<file path="src/sv/mspd_pkg.sv">
// package for the multichannel sample packet deframer
// holds the result beat type and the packet layout constants; no dependencies
`default_nettype none

package mspd_pkg;

	// packet layout
	localparam int unsigned SEQ_END  = 4;   // sequence number occupies bytes 0..3
	localparam int unsigned HDR_END  = 12;  // base timestamp occupies bytes 4..11
	localparam int unsigned REC_LEN  = 10;  // delay plus four samples
	localparam int unsigned HDR_BASE = 10;  // fixed part of the expected length

	// byte offsets within a record
	localparam logic [3:0] OFF_DLY_HI   = 4'd0;
	localparam logic [3:0] OFF_DLY_LO   = 4'd1;
	localparam logic [3:0] OFF_SAMPLE_0 = 4'd2;
	localparam logic [3:0] OFF_LAST     = 4'd9;

	// register addresses (word index)
	localparam logic REG_CHANNEL_SELECT = 1'b0;

	// one result beat
	typedef struct packed {
		logic        is_summary;
		logic [15:0] sample_value;
		logic [63:0] sample_time;
		logic [9:0]  sample_index;
		logic [31:0] packet_sequence;
		logic        length_ok;
		logic        last;
	} result_beat_t;

endpackage

`default_nettype wire

</file>
<file path="src/sv/multichannel_sample_packet_deframer_unit.sv">
// top level of the multichannel sample packet deframer
// parses packet bytes, emits selected-channel samples and an end-of-packet summary
// depends on mspd_pkg
//
//  port group   dir   handshake            payload
//  in           in    in_valid/in_ready    data_byte, end_of_packet
//  out          out   out_valid/out_ready  is_summary .. last (one result per beat)
//  apb          in    psel/penable/pready  paddr, pwdata, prdata
//
// one byte per cycle: a byte is taken into an input register, parsed there against the
// packet state and its results pushed into a four-entry result queue.
// a byte that yields two results (last sample and summary) holds the queue two beats.
// the input register parses only while the queue has room for two results, so a
// stalled output backs up into in_ready once three result beats are waiting.
// arst_n clears the packet state, the queue and channel_select.
`default_nettype none

module multichannel_sample_packet_deframer_unit #(
	parameter int unsigned SAMPLES = 145
) (
	input  wire logic        clk,
	input  wire logic        arst_n,
	// byte input
	input  wire logic        in_valid,
	output logic             in_ready,
	input  wire logic [7:0]  data_byte,
	input  wire logic        end_of_packet,
	// result output
	output logic             out_valid,
	input  wire logic        out_ready,
	output logic             is_summary,
	output logic [15:0]      sample_value,
	output logic [63:0]      sample_time,
	output logic [9:0]       sample_index,
	output logic [31:0]      packet_sequence,
	output logic             length_ok,
	output logic             last,
	// configuration port
	input  wire logic        psel,
	input  wire logic        penable,
	input  wire logic        pwrite,
	input  wire logic [2:0]  paddr,
	input  wire logic [31:0] pwdata,
	output logic [31:0]      prdata,
	output logic             pready
);

	localparam logic [15:0] EXP_LEN = 16'(mspd_pkg::REC_LEN * SAMPLES + mspd_pkg::HDR_BASE);
	localparam logic [15:0] POS_MAX = 16'hFFFF;

	// configuration register
	logic [1:0] channel_q;

	assign pready = 1'b1;

	always_ff @(posedge clk or negedge arst_n) begin
		if (!arst_n) begin
			channel_q <= 2'd0;
		end else if (psel && penable && pwrite && pready
				&& paddr[2] == mspd_pkg::REG_CHANNEL_SELECT) begin
			channel_q <= pwdata[1:0];
		end
	end

	always_comb begin
		prdata = 32'd0;
		if (paddr[2] == mspd_pkg::REG_CHANNEL_SELECT) begin
			prdata = {30'd0, channel_q};
		end
	end

	// input register
	logic       valid_s1;
	logic [7:0] byte_s1;
	logic       eop_s1;
	logic       go;
	logic [2:0] cnt_q;

	assign go       = valid_s1 && (cnt_q <= 3'd2);
	assign in_ready = !valid_s1 || go;

	always_ff @(posedge clk or negedge arst_n) begin
		if (!arst_n) begin
			valid_s1 <= 1'b0;
		end else if (in_ready) begin
			valid_s1 <= in_valid;
		end
	end

	always_ff @(posedge clk) begin
		if (in_ready && in_valid) begin
			byte_s1 <= data_byte;
			eop_s1  <= end_of_packet;
		end
	end

	// packet state
	logic [15:0] pos_q;
	logic [31:0] seq_q;
	logic [63:0] base_q;
	logic [15:0] delay_q;
	logic [7:0]  hi_q;
	logic [9:0]  rec_q;
	logic [3:0]  off_q;

	logic [15:0] pos_n;
	logic [31:0] seq_n;
	logic [63:0] base_n;
	logic [15:0] delay_n;
	logic [7:0]  hi_n;
	logic [9:0]  rec_n;
	logic [3:0]  off_n;
	logic        emit;
	logic [3:0]  samp_off;
	logic [63:0] stamp;
	mspd_pkg::result_beat_t samp_res;
	mspd_pkg::result_beat_t summ_res;

	// parse one byte
	always_comb begin
		pos_n    = (pos_q == POS_MAX) ? pos_q : pos_q + 16'd1;
		seq_n    = seq_q;
		base_n   = base_q;
		delay_n  = delay_q;
		hi_n     = hi_q;
		rec_n    = rec_q;
		off_n    = off_q;
		emit     = 1'b0;
		samp_off = off_q - mspd_pkg::OFF_SAMPLE_0;
		stamp    = base_q + ((rec_q != 10'd0) ? {48'd0, delay_q} : 64'd0);

		if (pos_q < EXP_LEN) begin
			if (pos_q < 16'(mspd_pkg::SEQ_END)) begin
				seq_n = {seq_q[23:0], byte_s1};
			end else if (pos_q < 16'(mspd_pkg::HDR_END)) begin
				base_n = {base_q[55:0], byte_s1};
				if (pos_q == 16'(mspd_pkg::HDR_END - 1)) begin
					off_n = mspd_pkg::OFF_SAMPLE_0;
				end
			end else begin
				// record body
				if (off_q == mspd_pkg::OFF_DLY_HI) begin
					delay_n = {byte_s1, 8'd0};
				end else if (off_q == mspd_pkg::OFF_DLY_LO) begin
					delay_n = {delay_q[15:8], byte_s1};
				end else if (!off_q[0]) begin
					hi_n = byte_s1;
				end else begin
					emit = (samp_off[2:1] == channel_q);
				end
				if (off_q == mspd_pkg::OFF_LAST) begin
					off_n = mspd_pkg::OFF_DLY_HI;
					rec_n = rec_q + 10'd1;
				end else begin
					off_n = off_q + 4'd1;
				end
			end
		end

		samp_res.is_summary      = 1'b0;
		samp_res.sample_value    = {hi_q, byte_s1};
		samp_res.sample_time     = stamp;
		samp_res.sample_index    = rec_q;
		samp_res.packet_sequence = 32'd0;
		samp_res.length_ok       = 1'b0;
		samp_res.last            = !eop_s1;

		summ_res.is_summary      = 1'b1;
		summ_res.sample_value    = 16'd0;
		summ_res.sample_time     = 64'd0;
		summ_res.sample_index    = 10'd0;
		summ_res.packet_sequence = seq_n;
		summ_res.length_ok       = (pos_n == EXP_LEN);
		summ_res.last            = 1'b1;
	end

	always_ff @(posedge clk or negedge arst_n) begin
		if (!arst_n) begin
			pos_q   <= 16'd0;
			seq_q   <= 32'd0;
			base_q  <= 64'd0;
			delay_q <= 16'd0;
			hi_q    <= 8'd0;
			rec_q   <= 10'd0;
			off_q   <= 4'd0;
		end else if (go) begin
			if (eop_s1) begin
				pos_q   <= 16'd0;
				seq_q   <= 32'd0;
				base_q  <= 64'd0;
				delay_q <= 16'd0;
				hi_q    <= 8'd0;
				rec_q   <= 10'd0;
				off_q   <= 4'd0;
			end else begin
				pos_q   <= pos_n;
				seq_q   <= seq_n;
				base_q  <= base_n;
				delay_q <= delay_n;
				hi_q    <= hi_n;
				rec_q   <= rec_n;
				off_q   <= off_n;
			end
		end
	end

	// result queue
	mspd_pkg::result_beat_t fifo_q [4];
	logic [1:0] wr_q;
	logic [1:0] rd_q;
	logic [1:0] push_n;
	logic       pop;

	assign push_n = go ? ({1'b0, emit} + {1'b0, eop_s1}) : 2'd0;
	assign pop    = out_valid && out_ready;

	always_ff @(posedge clk) begin
		if (push_n != 2'd0) begin
			fifo_q[wr_q] <= emit ? samp_res : summ_res;
		end
		if (push_n == 2'd2) begin
			fifo_q[wr_q + 2'd1] <= summ_res;
		end
	end

	always_ff @(posedge clk or negedge arst_n) begin
		if (!arst_n) begin
			wr_q  <= 2'd0;
			rd_q  <= 2'd0;
			cnt_q <= 3'd0;
		end else begin
			wr_q  <= wr_q + push_n;
			rd_q  <= rd_q + {1'b0, pop};
			cnt_q <= cnt_q + {1'b0, push_n} - {2'd0, pop};
		end
	end

	// output beat
	assign out_valid       = (cnt_q != 3'd0);
	assign is_summary      = fifo_q[rd_q].is_summary;
	assign sample_value    = fifo_q[rd_q].sample_value;
	assign sample_time     = fifo_q[rd_q].sample_time;
	assign sample_index    = fifo_q[rd_q].sample_index;
	assign packet_sequence = fifo_q[rd_q].packet_sequence;
	assign length_ok       = fifo_q[rd_q].length_ok;
	assign last            = fifo_q[rd_q].last;

endmodule

`default_nettype wire

</file>
<file path="config.mk">
export PLATFORM = sky130hd
export DESIGN_NAME = multichannel_sample_packet_deframer_unit
export DESIGN_NICKNAME = d
export VERILOG_FILES = /design/src/sv/mspd_pkg.sv /design/src/sv/multichannel_sample_packet_deframer_unit.sv
export SDC_FILE = /design/constraint.sdc
export NUM_CORES = 1
export LEC_CHECK = 0
export ABC_AREA = 1
export BUFFER_PORTS_ARGS = -buffer_cell sky130_fd_sc_hd__buf_2
export CAP_MARGIN = 20
export CORE_MARGIN = 8
export CORE_UTILIZATION = 50
export CTS_CLUSTER_SIZE = 25
export DETAILED_ROUTE_END_ITERATION = 16
export HOLD_SLACK_MARGIN = 0.03
export PLACE_DENSITY = 0.73
export SLEW_MARGIN = 40
export SYNTH_ARGS = -nofsm -noshare
export SYNTH_HDL_FRONTEND = slang
export SYNTH_SLANG_ARGS = --single-unit
</file>
<file path="constraint.sdc">
create_clock -name clk -period 7.97 [get_ports clk]
set_input_delay 0 -clock clk [delete_from_list [all_inputs] [get_ports clk]]
set_output_delay 0 -clock clk [all_outputs]
set_load 0.02 [all_outputs]
</file>
==> out/metrics.cfg <==
[grt]
grt_overflow = 0
grt_pass1_wl_mm = 144
first_global_vias = 25895
grt_max_degree = 99
antenna_found_initial = 2
grt.total_usage_pct = 25.6

[placement]
detailed_place_hpwl_mm = 55.6
post-place-ws_ns = 3.59
portBuffers = 147
gp_congestion = 0.946
dpl-instance-area_mm2 = 0.0314

[hold_path]
hp-class = input port to flip-flop
min_to = byte_s1[7]
whs_path_depth = 2
holdCritStartpoint = data_byte[7]

[logic_synthesis]
synth_most_common_cell = nand2_1
yosys.area.top_type = dfxtp_1
netlist_top_cells_count = nand2_1 (877), o21ai_0 (611), nor2_1 (510)
synthArstFlopShare_pct = 23.9
synth-seq-cells = 669
synth_edf_count = 141
syn_area_mm2 = 0.0303
ys_warn_count = 0
synth_area_leaders = dfxtp_1 (24%), edfxtp_1 (14%), dfrtp_1 (13%)
syn_inst = 3871
synth_top_area_share_pct = 24.3
synthDistinctLibCells = 41
synth_ff_type = dfxtp_1
postSynthAreaPerCell_um2 = 7.84
seq_area_frac_synth_pct = 51.4

[routing]
viasPerCell = 5.74
routed.top_layer = met5
route.met3.wl_mm = 6.18
wl_met1_mm = 38.1
met2_length_mm = 43.6
drt_iter0_drc = 2694
dr.pass1.iters = 6
final_antenna_net_count = 0
wl_per_cell_um = 19.1
wl_mm = 91.1
vias = 27371
drc = 0

[setup_path]
r2r-end = fifo_q[3][77]
cpPeakStageDelay_ns = 0.67
arrival_ns = 5.07
r2r_cells = 17
path_max_fanout = 46
rrSetupSlack_ns = 3.44
path_cells = inv_1, nand4_1, nor2_1, nand2_1, nand4_1, nor2_4, ha_1, o21ai_2, nor3_4, buf_4, inv_2, nand2_1, buf_4, inv_4, buf_4, nand2_1, o21ai_0
rr_startpoint = pos_q[15]
cp_slowest_cell = buf_4
worst_setup_path_end_kind = flip-flop
crit_required_ns = 8.51
critPathKind = flip-flop to flip-flop
startpoint_type = flip-flop

[floorplan]
ios = 211
core.rowCount = 90
die_width_um = 262
start_util_pct = 50.5
die_area_mm2 = 0.0688
core_area_mm2 = 0.0601
die_h_um = 262

[clocking]
cts_buffers = 72
cts_resized = 0
cts.htree.levels = 3
cts_tree = done
root_buffer = clkbuf_16
post_cts.repair.setup_buffers = 0
worstSkewPairLatency_ns = 0.64
path_clk_slew_ns = 0.06
cts_buffer_depth = 3
cts_hold_buffers = 20
cts_sinks = 669

[pwr]
p_sw_share_pct = 41.8
comb_power_share_pct = 37.7
power_density_mw_per_mm2 = 364
p_seq_share_pct = 33.5
p_clk_share_pct = 28.8
netSwitchingPower_w = 0.00520
leakagePower_nw = 13.9
p_int_w = 0.00723
ir_worst_vdd_v = 0.000449

[timing]
worst_pin_slew_ns = 0.869
min_period_over_period_pct = 56.8
drv_slew = 0
relSlewSlack_pct = 41.4
setup_viol = 0
fin_crit_ns = 4.53
setup_slack_ns = 3.44
fmax_mhz = 221
finClkSkew_ns = 0.0261
fin_tns_setup_ns = 0
final-hold-violation-count = 0
rsz0062_at_grt = no

[run_status]
status = finished, final reports clean

[run]
max_cap_violations = 0

[layout]
nets = 4004
num-fill-cells = 5541
n_antenna_cell = 0
stdcell_area_mm2 = 0.0342
drive_gt1_share_pct = 8.73
area_growth_pct = 12.6

[sequential cells by signal, summed over array words and instances (netlist names)]
register / flops
hi_q: 8
channel_q: 2
wr_q: 2
valid_s1: 1
seq_q: 32
rec_q: 10
fifo_q: 500
rd_q: 2
off_q: 4
eop_s1: 1
cnt_q: 3
byte_s1: 8
base_q: 64
delay_q: 16
pos_q: 16
[cell type report]
class	count	area (um2)	share of cell area (%)
inverters	275	1050	3.07
well taps	782	978	2.86
clock buffers	106	2130	6.25
multi-input cells	2704	12700	37.1
flip-flops and latches	669	15600	45.7
clock inverters	28	432	1.26
repair buffers	203	1280	3.74
[worst max-delay path: cells and delay by family, from the launching register on]
kind	cells	cell delay [ns]
flops	1	0.39
buf+inv	6	2.05
compound gates	2	0.53
simple gates	8	1.11
fa+ha+maj	1	0.32
[worst max path at each step]
stage / from / end
4_1_cts: pos_q[15] / fifo_q[3][77]
3_5_place_dp: pos_q[15] / fifo_q[3][35]
3_3_place_gp: pos_q[15] / fifo_q[2][49]
5_1_grt: pos_q[15] / fifo_q[3][77]
6_report: pos_q[15] / fifo_q[3][77]
2_1_floorplan: off_q[1] / fifo_q[3][10]
[power by group through the flow]
| stage | Sequential [W] | Clock [W] | Combinational (W) |
|---|---|---|---|
| 6_report | 0.00417 | 0.00357 | 0.00468 |
| 5_1_grt | 0.00420 | 0.00373 | 0.00511 |
| 4_1_cts | 0.00415 | 0.00361 | 0.00468 |
| 3_5_place_dp | 0.00422 | 0 | 0.00463 |
| 3_3_place_gp | 0.00421 | 0 | 0.00458 |
| 2_1_floorplan | 0.00409 | 0 | 0.00314 |
[metrics by stage]
stage | total power, W | util (%) | cells | hold slack (ns)
3_3_place_gp | 0.00879 | 52.0 | 4612 | 0.131
5_1_grt | 0.0130 | 56.8 | 4767 | 0.0773
2_1_floorplan | 0.00723 | - | 3900 | -0.296
3_5_place_dp | 0.00886 | 52.1 | 4613 | 0.0583
6_report | 0.0124 | 56.8 | 4767 | 0.0806
4_1_cts | 0.0124 | 56.8 | 4767 | 0.0522
[cells by family after synthesis]
logic type      synth area share (%)
compound gates                  15.6
xor+xnor                       0.693
fa+ha+maj                       1.20
buf+inv                         7.29
flops                           51.4
other cells                   0.0247
simple gates                    23.7
[routing by layer]
layer,GRT usage (%),vias up
li1,-,13066
met3,3.66,197
met2,42.9,1072
met4,10.2,2
met5,0,-
met1,33.1,13034
[placed cells by master, fill, tap and decap left out, types with 5 or more instances in the layout]
cell and count:
bufinv_16 7, conb_1 31, clkbuf_16 75, inv_1 261, a21oi_1 39, o22ai_1 228, nand3_1 148, nand2_1 876
nor2_2 5, dfxtp_1 368, or2_2 12, buf_6 8, nand4_1 117, dlygate4sd3_1 19, nor3_1 38, nor2_1 510
clkinv_2 8, dfrtp_1 158, ha_1 26, inv_2 6, buf_4 27, xor2_1 19, clkbuf_1 17, buf_2 146
edfxtp_1 141, xnor2_1 5, nor3_4 5, o21ai_0 611, inv_4 7, clkbuf_8 14, nor4_1 7
Power figures use the tool's default switching activity.
